$ cat src/hw/rtl/pal_pkg.sv
`default_nettype none

package pal_pkg;

    localparam int CAPACITY = 16;
    localparam int IDX_W    = $clog2(CAPACITY);
    localparam int CNT_W    = 5;
    localparam int DATA_W   = 32;

    typedef enum logic [1:0] {
        CMD_INSERT = 2'd0,
        CMD_DELETE = 2'd1,
        CMD_FIND   = 2'd2,
        CMD_CHANGE = 2'd3
    } pal_cmd_t;

    typedef enum logic [1:0] {
        ST_OK       = 2'd0,
        ST_BAD_POS  = 2'd1,
        ST_FULL     = 2'd2,
        ST_NOTFOUND = 2'd3
    } pal_status_t;

    typedef struct packed {
        pal_cmd_t                  command;
        logic [4:0]                position;
        logic signed [DATA_W-1:0]  value;
        logic signed [DATA_W-1:0]  new_value;
    } pal_item_t;

    typedef struct packed {
        pal_status_t  status;
        logic [4:0]   found_position;
        logic [4:0]   list_length;
    } pal_result_t;

    typedef struct packed {
        logic                      en;
        logic [IDX_W-1:0]          addr;
        logic signed [DATA_W-1:0]  data;
    } pal_wr_t;

endpackage

`default_nettype wire

$ cat src/hw/rtl/pal_store.sv
`default_nettype none

module pal_store (
    input  wire logic                              clk,
    input  wire pal_pkg::pal_wr_t                  wr,
    input  wire logic [pal_pkg::IDX_W-1:0]         rd_addr,
    output logic signed [pal_pkg::DATA_W-1:0]      rd_data
);
    import pal_pkg::*;

    logic signed [DATA_W-1:0] mem [CAPACITY];

    always_ff @(posedge clk)
    begin
        if (wr.en)
        begin
            mem[wr.addr] <= wr.data;
        end
    end

    always_ff @(posedge clk)
    begin
        rd_data <= mem[rd_addr];
    end

endmodule

`default_nettype wire

$ cat src/hw/rtl/pal_seq.sv
`default_nettype none

module pal_seq (
    input  wire logic                              clk,
    input  wire logic                              rst_n,
    input  wire logic                              start,
    input  wire pal_pkg::pal_item_t                item,
    output logic                                   busy,
    output logic                                   done,
    output pal_pkg::pal_result_t                   result,
    output pal_pkg::pal_wr_t                       wr,
    output logic [pal_pkg::IDX_W-1:0]              rd_addr,
    input  wire logic signed [pal_pkg::DATA_W-1:0] rd_data
);
    import pal_pkg::*;

    typedef enum logic [1:0] {
        S_IDLE,
        S_SHIFT,
        S_SEARCH
    } state_t;

    localparam logic [CNT_W-1:0] CAP_CNT = CNT_W'(CAPACITY);
    localparam logic [CNT_W-1:0] ONE     = CNT_W'(1);

    state_t                   state_reg, state_next;
    pal_cmd_t                 cmd_reg, cmd_next;
    logic signed [DATA_W-1:0] val_reg, val_next;
    logic signed [DATA_W-1:0] nval_reg, nval_next;
    logic [CNT_W-1:0]         cnt_reg, cnt_next;
    logic [IDX_W-1:0]         k_reg, k_next;
    logic [CNT_W-1:0]         ptr_reg, ptr_next;
    logic [CNT_W-1:0]         rem_reg, rem_next;
    logic                     pend_reg, pend_next;
    logic [IDX_W-1:0]         pidx_reg, pidx_next;
    pal_result_t              res_reg, res_next;
    logic                     done_reg, done_next;

    logic [CNT_W-1:0] pos_m1;
    logic             ins_bad;
    logic             del_bad;
    logic             match;

    assign pos_m1  = item.position - ONE;
    assign ins_bad = (item.position == '0) ||
                     ({1'b0, item.position} > ({1'b0, cnt_reg} + (CNT_W+1)'(1)));
    assign del_bad = (item.position == '0) || (item.position > cnt_reg);
    // shared compare against the key
    assign match   = (rd_data == val_reg);

    always_comb
    begin
        state_next = state_reg;
        cmd_next   = cmd_reg;
        val_next   = val_reg;
        nval_next  = nval_reg;
        cnt_next   = cnt_reg;
        k_next     = k_reg;
        ptr_next   = ptr_reg;
        rem_next   = rem_reg;
        pend_next  = 1'b0;
        pidx_next  = pidx_reg;
        res_next   = res_reg;
        done_next  = 1'b0;
        wr         = '0;
        rd_addr    = ptr_reg[IDX_W-1:0];

        unique case (state_reg)
            S_IDLE:
            begin
                if (start)
                begin
                    cmd_next  = item.command;
                    val_next  = item.value;
                    nval_next = item.new_value;
                    k_next    = pos_m1[IDX_W-1:0];
                    res_next.found_position = '0;
                    res_next.list_length    = cnt_reg;
                    unique case (item.command)
                        CMD_INSERT:
                        begin
                            priority if (ins_bad)
                            begin
                                res_next.status = ST_BAD_POS;
                                done_next       = 1'b1;
                            end
                            else if (cnt_reg == CAP_CNT)
                            begin
                                res_next.status = ST_FULL;
                                done_next       = 1'b1;
                            end
                            else
                            begin
                                // walk from the top entry down to the insert slot
                                ptr_next   = cnt_reg - ONE;
                                rem_next   = cnt_reg - pos_m1;
                                state_next = S_SHIFT;
                            end
                        end
                        CMD_DELETE:
                        begin
                            if (del_bad)
                            begin
                                res_next.status = ST_BAD_POS;
                                done_next       = 1'b1;
                            end
                            else
                            begin
                                ptr_next   = item.position;
                                rem_next   = cnt_reg - item.position;
                                state_next = S_SHIFT;
                            end
                        end
                        CMD_FIND, CMD_CHANGE:
                        begin
                            if (cnt_reg == '0)
                            begin
                                res_next.status = ST_NOTFOUND;
                                done_next       = 1'b1;
                            end
                            else
                            begin
                                ptr_next   = '0;
                                rem_next   = cnt_reg;
                                state_next = S_SEARCH;
                            end
                        end
                    endcase
                end
            end

            S_SHIFT:
            begin
                if (rem_reg != '0)
                begin
                    ptr_next  = (cmd_reg == CMD_INSERT) ? ptr_reg - ONE : ptr_reg + ONE;
                    rem_next  = rem_reg - ONE;
                    pend_next = 1'b1;
                    pidx_next = ptr_reg[IDX_W-1:0];
                end
                // read data is registered, so it lands in the cycle after its address
                if (pend_reg)
                begin
                    wr.en   = 1'b1;
                    wr.addr = (cmd_reg == CMD_INSERT) ? pidx_reg + IDX_W'(1)
                                                      : pidx_reg - IDX_W'(1);
                    wr.data = rd_data;
                end
                else if (rem_reg == '0)
                begin
                    if (cmd_reg == CMD_INSERT)
                    begin
                        wr.en    = 1'b1;
                        wr.addr  = k_reg;
                        wr.data  = val_reg;
                        cnt_next = cnt_reg + ONE;
                    end
                    else
                    begin
                        cnt_next = cnt_reg - ONE;
                    end
                    res_next.status         = ST_OK;
                    res_next.found_position = '0;
                    res_next.list_length    = cnt_next;
                    done_next               = 1'b1;
                    state_next              = S_IDLE;
                end
            end

            S_SEARCH:
            begin
                if (rem_reg != '0)
                begin
                    ptr_next  = ptr_reg + ONE;
                    rem_next  = rem_reg - ONE;
                    pend_next = 1'b1;
                    pidx_next = ptr_reg[IDX_W-1:0];
                end
                if (pend_reg && match)
                begin
                    if (cmd_reg == CMD_CHANGE)
                    begin
                        wr.en   = 1'b1;
                        wr.addr = pidx_reg;
                        wr.data = nval_reg;
                    end
                    res_next.status         = ST_OK;
                    res_next.found_position = CNT_W'(pidx_reg) + ONE;
                    res_next.list_length    = cnt_reg;
                    done_next               = 1'b1;
                    state_next              = S_IDLE;
                end
                else if (!pend_reg && rem_reg == '0)
                begin
                    res_next.status         = ST_NOTFOUND;
                    res_next.found_position = '0;
                    res_next.list_length    = cnt_reg;
                    done_next               = 1'b1;
                    state_next              = S_IDLE;
                end
            end

            default:
            begin
                state_next = S_IDLE;
            end
        endcase
    end

    always_ff @(posedge clk or negedge rst_n)
    begin
        if (!rst_n)
        begin
            state_reg <= S_IDLE;
            cnt_reg   <= '0;
            pend_reg  <= 1'b0;
            done_reg  <= 1'b0;
        end
        else
        begin
            state_reg <= state_next;
            cnt_reg   <= cnt_next;
            pend_reg  <= pend_next;
            done_reg  <= done_next;
        end
    end

    always_ff @(posedge clk)
    begin
        cmd_reg  <= cmd_next;
        val_reg  <= val_next;
        nval_reg <= nval_next;
        k_reg    <= k_next;
        ptr_reg  <= ptr_next;
        rem_reg  <= rem_next;
        pidx_reg <= pidx_next;
        res_reg  <= res_next;
    end

    assign busy   = (state_reg != S_IDLE);
    assign done   = done_reg;
    assign result = res_reg;

    a_cnt_cap: assert property (@(posedge clk) disable iff (!rst_n)
        cnt_reg <= CAP_CNT)
        else $error("entry count above capacity");

    a_wr_busy: assert property (@(posedge clk) disable iff (!rst_n)
        wr.en |-> busy)
        else $error("store written while idle");

    a_notfound_zero: assert property (@(posedge clk) disable iff (!rst_n)
        (done && result.status == ST_NOTFOUND) |-> (result.found_position == '0))
        else $error("not-found beat carries a position");

    a_cnt_step: assert property (@(posedge clk) disable iff (!rst_n)
        (cnt_reg != $past(cnt_reg)) |-> $past(state_reg == S_SHIFT))
        else $error("count changed outside a shift pass");

    a_done_len: assert property (@(posedge clk) disable iff (!rst_n)
        done |-> (result.list_length == cnt_reg))
        else $error("reported length differs from count");

endmodule

`default_nettype wire

$ cat src/hw/rtl/positional_array_list_engine.sv
`default_nettype none

// Ordered list of up to 16 signed 32-bit entries held in a single-port-read store.
// A command is taken when start is high and busy is low; exactly one result beat
// follows, shown for one cycle with done high, and it must be captured then since
// there is no way to hold it off. Rejected commands (bad position, full list, find
// or change on an empty list) give their beat in the cycle after acceptance.
// Insert at position p moves each entry from the last down to p up by one, then
// writes the value at p; delete moves each entry after p down by one; find and
// change compare entries from the first on until a match or the list's end. The
// store's one read port moves or compares one entry per cycle. busy drops in the
// cycle the result beat appears, so the next command may be taken alongside it.
module positional_array_list_engine (
    input  wire logic                 clk,
    input  wire logic                 rst_n,
    input  wire logic                 start,
    output logic                      busy,
    input  wire pal_pkg::pal_item_t   item,
    output logic                      done,
    output pal_pkg::pal_result_t      result
);
    import pal_pkg::*;

    pal_wr_t                  wr;
    logic [IDX_W-1:0]         rd_addr;
    logic signed [DATA_W-1:0] rd_data;

    pal_seq u_seq (
        .clk     (clk),
        .rst_n   (rst_n),
        .start   (start),
        .item    (item),
        .busy    (busy),
        .done    (done),
        .result  (result),
        .wr      (wr),
        .rd_addr (rd_addr),
        .rd_data (rd_data)
    );

    pal_store u_store (
        .clk     (clk),
        .wr      (wr),
        .rd_addr (rd_addr),
        .rd_data (rd_data)
    );

endmodule

`default_nettype wire
$ cat config.mk
export PLATFORM = sky130hd
export DESIGN_NAME = positional_array_list_engine
export DESIGN_NICKNAME = d
export VERILOG_FILES = /design/src/hw/rtl/pal_pkg.sv /design/src/hw/rtl/pal_store.sv /design/src/hw/rtl/pal_seq.sv /design/src/hw/rtl/positional_array_list_engine.sv
export SDC_FILE = /design/constraint.sdc
export NUM_CORES = 1
export LEC_CHECK = 0
export BUFFER_PORTS_ARGS = -buffer_cell sky130_fd_sc_hd__clkbuf_2
export CELL_PAD_IN_SITES_DETAIL_PLACEMENT = 0
export CELL_PAD_IN_SITES_GLOBAL_PLACEMENT = 1
export CORE_ASPECT_RATIO = 1.25
export CORE_MARGIN = 2
export CORE_UTILIZATION = 47
export CTS_CLUSTER_DIAMETER = 60
export DETAILED_ROUTE_END_ITERATION = 8
export PLACE_DENSITY_LB_ADDON = 0.1
export SYNTH_ARGS = -nofsm -noshare
export SYNTH_HDL_FRONTEND = slang
export SYNTH_SLANG_ARGS = --single-unit
$ cat constraint.sdc
create_clock -name clk -period 13.15 [get_ports clk]
set_clock_uncertainty 0.1 [all_clocks]
set_input_delay 0 -clock clk [delete_from_list [all_inputs] [get_ports clk]]
set_output_delay 0 -clock clk [all_outputs]
set_load 0.03 [all_outputs]
==> results of run 1 <==
[cell usage in the layout, fill, tap and decap left out, types with 4 or more instances in the layout]
cell type | Yosys | routed
a22o_1 | 5 | 5
xor2_1 | 30 | 30
nor2_1 | 38 | 21
a22oi_1 | 34 | 34
inv_1 | 28 | 28
nor3_1 | 7 | 7
a21oi_2 | 30 | 30
clkinv_1 | 0 | 4
and2_1 | 5 | 4
clkbuf_2 | 0 | 87
nand4_1 | 4 | 4
ha_1 | 27 | 27
buf_4 | 2 | 27
a21oi_1 | 19 | 19
o22ai_1 | 5 | 5
clkbuf_16 | 0 | 71
nand2_1 | 33 | 33
o21ai_0 | 19 | 19
nor2_4 | 0 | 17
clkinv_2 | 0 | 12
a211oi_1 | 7 | 7
nand3_1 | 9 | 9
xnor2_1 | 32 | 32
dfrtp_1 | 9 | 9
a31oi_1 | 4 | 4
nor2b_1 | 4 | 4
mux4_2 | 160 | 160
clkinvlp_4 | 0 | 4
nand2b_1 | 4 | 4
dfxtp_1 | 32 | 32
edfxtp_1 | 607 | 607
nand2_2 | 30 | 30
nor4_1 | 4 | 4
mux2i_1 | 5 | 5
a21o_1 | 9 | 9
dlygate4sd3_1 | 0 | 83
clkbuf_1 | 38 | 20
[power by group]
part,switching [uW],leakage (uW),internal [uW]
Sequential,115,0.00543,2440
Combinational,859,0.00281,655
Clock,776,0.00103,1060
[repair_timing]
action,in CTS,in global routing
hold endpoints to repair,98,0
resized for setup,0,0
hold buffers,83,0
[worst max-delay path by stage]
stage,from,endpoint,slack [ns],depth (start not counted)
6_report,u_seq.state_reg[0],u_store.mem[1][8],8.74,7
5_1_grt,u_seq.state_reg[0],u_store.mem[1][8],8.41,7
4_1_cts,u_seq.state_reg[0],u_store.mem[9][11],8.69,8
3_5_place_dp,u_seq.state_reg[0],u_store.mem[1][10],8.73,7
3_3_place_gp,u_seq.val_reg[23],u_store.mem[2][8],8.81,7
2_1_floorplan,u_seq.state_reg[1],u_seq.cmd_reg[0],8.62,4
[layout make-up]
class | instances | area [um2]
Fill cell | 4268 | 24500
Sequential cell | 648 | 19100
Multi-Input combinational cell | 567 | 6700
Clock buffer | 92 | 1870
Timing Repair Buffer | 197 | 1470
Tap cell | 735 | 920
Clock inverter | 28 | 254
Inverter | 30 | 113
[per-stage QoR]
stage / hold slack, ns / total power, uW
5_1_grt: 0.0145 / 6170
3_5_place_dp: -0.207 / 4130
6_report: 0.0182 / 5910
3_3_place_gp: -0.209 / 4120
4_1_cts: 0.0000265 / 5990
2_1_floorplan: -0.396 / 3680
[cell families (layout without fill, tap and decap cells)]
kind of cell | after synthesis | after routing | synth area share, %
adder cells (fa/ha/maj) | 30 | 30 | 1.52
buffers and inverters | 97 | 347 | 1.75
XOR/XNOR | 62 | 62 | 2.08
AO/OA/AOI/OAI | 152 | 152 | 4.25
multiplexers | 167 | 167 | 14.1
AND/OR/NAND/NOR | 156 | 156 | 3.21
flip-flops | 648 | 648 | 73.1
[per-layer routing]
layer / vias up / share of wire [%]
met5: - / 0
met4: 0 / 2.3
met3: 66 / 4.1
met2: 326 / 53
met1: 6897 / 41
li1: 5727 / -
[worst reg2reg max path: stages, from the launching register on]
cell and delay [ns]:
dfrtp_1 0.43, inv_1 0.09, ha_1 0.81, nand4_1 0.21, nor4_2 0.73, o211ai_1 0.55
nor2_4 0.61, buf_4 0.49
==> impl_metrics.toml, run 1 <==
[timing]
maxClockFrequency_ghz = 0.227
finalCritPeriodShare_pct = 33.5
tightestPinTransition_ns = 1.10
slew_headroom_pct = 26.9
rsz0062_at_grt = "no"
period_needed_ns = 4.41
hold_viol = 0
setup_viol = 0
setup_tns_ns = 0
report.final.slew_viol_count = 0
setup_slack_ns = 8.74

[hold_path]
worstHoldPathType = "in -> reg"
whs_path_depth = 2
min_from = "item[19]"
holdPathEnd = "u_seq.nval_reg[19]"

[critical_path]
rrSetupSlack_ns = 8.74
path_cells = "inv_1 > ha_1 > nand4_1 > nor4_2 > o211ai_1 > nor2_4 > buf_4"
crit_slowest_cell = "ha_1"
ff2ff_path_depth = 7
start_kind = "flop"
reg2reg_to = "u_store.mem[1][8]"
r2r_start = "u_seq.state_reg[0]"
cpPeakStageDelay_ns = 0.81
required_ns = 13.28
critical-path-top-delay-family = "simple AND/OR/NAND/NOR gates"
critPathCaptureType = "flop"
cp_max_fo = 23
crit_arrival_ns = 4.54
path_buf_inv = 2
worst-setup-path-type = "reg -> reg"

[global_routing]
grt.total_usage_pct = 22.5
antenna_found_initial = 0
overflow = 0
grt_pass1_wl_mm = 92.9
grt_max_degree = 70
top_usage_layer = "met2"
met1_usage_pct = 29.1
use_met2_pct = 39.8
grt_pass1_vias = 13779
met3_usage_pct = 2.86

[cts]
clock_latency_ns = 0.60
post-cts-setup-buffer-count = 0
clockRootBuffer = "clkbuf_16"
clk_pin_slew_ns = 0.06
cts_tree = "built"
cts.sinks = 648
h-tree-depth = 3
clockBufferDepth = 3
cts_buffers = 67

[detailed_routing]
ant_nets = 0
drtPass1Iterations = 5
wl_per_cell_um = 27.4
drt-total-wl_mm = 62.9
drt-initial-drc-count = 1024
vias_per_cell = 5.67
dr_total_vias = 13016
drc_errors = 0

[yosys]
syn_inst = 1312
synth_area_um2 = 26100
synth_edf_count = 607
ys_seq_area_share_pct = 73.1
yosys.area.top_type = "edfxtp_1"
synth_warnings = 0
netlist_top_cells_count = "edfxtp_1 (607), mux4_2 (160), clkbuf_1 (38), nor2_1 (38), a22oi_1 (34)"
syn_area_per_cell_um2 = 19.9
synth_cell_types = 68
synth_most_common_cell = "edfxtp_1"
synth-main-ff-cell = "edfxtp_1"
yosysTopAreaCellShare_pct = 69.8
yosys-top-cells-area = "edfxtp_1 (70%), mux4_2 (14%), dfxtp_1 (2.5%), ha_1 (1.3%), xnor2_1 (1.1%)"
synth.ff_latch_count = 648
syn_nets = 1416
async_flop_share_pct = 1.39

[power]
power_leakage_uw = 0.00927
power_density_nw_per_um2 = 194
irDropWorstVdd_uv = 121

[finish]
final_area_um2 = 30400
stdcell_count = 2297
diodes = 0
post-route-util_pct = 55.4
fin_nets = 1615
largest_reg_flops = 512
largest-register = "u_store.mem"
drive_above_1_share_pct = 29.8
synthToLayoutAreaGrowth_pct = 16.4

[placement]
globalplace.congestion = 0.790
dpl_cell_area_um2 = 27500
io_buffer_count = 87
place_inst = 2094
place_ws_ns = 8.73
dp_hpwl_mm = 36.9

[floorplan]
ios = 88
start_util_pct = 47.6
dieArea_um2 = 57500
fp-row-count = 96
core_area_um2 = 54900
die_y_um = 268
die_w_um = 215

[flow_run]
maxCapViolations = 0

[status]
outcome = "completed"
Power figures use the tool's default switching activity.
==> run 2, diff against run 1 <==
==> constraint.sdc (replaced) <==
create_clock -name clk -period 4.35 [get_ports clk]
set_clock_uncertainty 0.1 [all_clocks]
set_input_delay 0 -clock clk [delete_from_list [all_inputs] [get_ports clk]]
set_output_delay 0 -clock clk [all_outputs]
set_load 0.03 [all_outputs]
==> impl_metrics.toml, run 2 (synthesis results as in run 1) <==
[global_routing]
grt_pass1_wl_mm = 93.1
grt_pass1_vias = 14050
overflow = 0
grt_max_degree = 80
grt.total_usage_pct = 22.7
antenna_found_initial = 0

[critical_path]
rrSetupSlack_ns = 0.61
r2r_start = "u_seq.val_reg[13]"
crit_arrival_ns = 3.92
reg2reg_to = "u_store.mem[13][22]"
cp_max_fo = 16
path_cells = "xnor2_1 > nand4_1 > or4_4 > nor3_2 > and4_2 > buf_4 > nand2_2 > a21oi_2"
path_buf_inv = 1
critPathCaptureType = "flop"
critical-path-top-delay-family = "simple AND/OR/NAND/NOR gates"
startpoint = "u_seq.val_reg[13]"
required_ns = 4.54
crit_slowest_cell = "or4_4"
worst-setup-path-type = "reg -> reg"
start_kind = "flop"
cpPeakStageDelay_ns = 0.62
ff2ff_path_depth = 8

[finish]
drive_above_1_share_pct = 30.5
layout_commonest_cell = "edfxtp_1"
largest-register = "u_store.mem"
final_area_um2 = 30900
stdcell_count = 2320
synthToLayoutAreaGrowth_pct = 18.3
diodes = 0
largest_reg_flops = 512
final_cell_mix = "edfxtp_1 (607), mux4_2 (160), clkbuf_2 (87), dlygate4sd3_1 (84), clkbuf_16 (71)"
fin_nets = 1637

[placement]
globalplace.congestion = 0.806
dp_hpwl_mm = 35.9
dpl_cell_area_um2 = 27900
place_inst = 2115
io_buffer_count = 87
place_ws_ns = 0.611

[cts]
cts_tree = "built"
clockBufferDepth = 3
cts.sinks = 648
clock_latency_ns = 0.59
cts_resized = 0
cts_buffers = 67
h-tree-depth = 3
post-cts-setup-buffer-count = 0
clockRootBuffer = "clkbuf_16"
clk_pin_slew_ns = 0.06

[detailed_routing]
dr_total_vias = 13303
vias_per_cell = 5.73
drtPass1Iterations = 5
ant_nets = 0
drc_errors = 0
wl_per_cell_um = 27.4
drt-initial-drc-count = 1300
drt-total-wl_mm = 63.6

[timing]
hold_viol = 0
maxClockFrequency_ghz = 0.268
setup_tns_ns = 0
setup_viol = 0
tightestPinTransition_ns = 1.01
period_needed_ns = 3.74
report.final.slew_viol_count = 0
rsz0062_at_grt = "no"
holdWs_ns = 0.0283
finalCritPeriodShare_pct = 85.9
setup_slack_ns = 0.615
slew_headroom_pct = 32.9

[power]
pwr-share-clk_pct = 31.1
switching_share_pct = 29.3
combPwrFrac_pct = 26.1
netSwitchingPower_uw = 5310
power_leakage_uw = 0.00948
p_int_uw = 12800
irDropWorstVdd_uv = 494
power_density_nw_per_um2 = 585
power.share.sequential_pct = 42.8

[hold_path]
min_from = "item[9]"
holdPathEnd = "u_seq.nval_reg[9]"
worstHoldPathType = "in -> reg"
whs_path_depth = 2

[floorplan]
ios = 88
die_w_um = 215
die_y_um = 268
fp-row-count = 96
dieArea_um2 = 57500
core_area_um2 = 54900
start_util_pct = 47.6

[flow_run]
maxCapViolations = 0

[status]
outcome = "completed"
## run 2: changes by cell type in the layout (fill, tap and decap cells not counted)
cell / before / now
buf_12: 0 / 22
buf_4: 27 / 26
bufinv_16: 3 / 4
clkbuf_1: 20 / 18
clkbuf_8: 1 / 6
clkinv_1: 4 / 10
clkinv_2: 12 / 8
clkinv_8: 2 / 0
clkinvlp_4: 4 / 1
dlygate4sd3_1: 83 / 84
inv_6: 3 / 2
inv_8: 0 / 1
## run 2: stage by stage
step / utilization (%) / total power (uW)
2_1_floorplan: - / 11100
3_3_place_gp: 50.8 / 12600
3_5_place_dp: 50.8 / 12600
4_1_cts: 56.3 / 18300
5_1_grt: 56.3 / 18800
6_report: 56.3 / 18100
## run 2: layer usage
| layer | GRT usage [%] | part of all wire, % |
|---|---|---|
| met5 | 0 | 0 |
| met2 | 39.2 | 51 |
| met3 | 3.12 | 4.5 |
| met1 | 29.4 | 41 |
| met4 | 8.67 | 3.3 |
## run 2: worst max path at each step
stage | slack (ns) | cells past startpoint | endpoint
final | 0.61 | 8 | u_store.mem[13][22]
after global routing | 0.38 | 8 | u_store.mem[13][18]
after CTS | 0.61 | 8 | u_store.mem[14][25]
after detailed placement | 0.61 | 8 | u_store.mem[6][28]
after global placement | 0.67 | 8 | u_store.mem[6][3]
after floorplan | 0.41 | 10 | u_store.mem[6][0]
## run 2: what timing repair did
item,4_1_cts,5_1_grt
endpoints found under the hold margin,124,0
endpoints found under the setup margin,0,0
hold buffers,84,0
## run 2: area by class of cell
type                            count  area, um2
Inverter                           30        113
Sequential cell                   648      19100
Multi-Input combinational cell    567       6700
Clock buffer                       95       1930
Clock inverter                     26        234
Tap cell                          735        920
Timing Repair Buffer              219       1910
Fill cell                        4221      24000
## run 2: power by group through the flow
stage	Combinational [uW]	Clock (uW)	Sequential, uW
final	4720	5630	7730
after global placement	4730	0	7870
after floorplan	3290	0	7830
after CTS	4810	5760	7730
after detailed placement	4720	0	7860
after global routing	5090	5990	7780
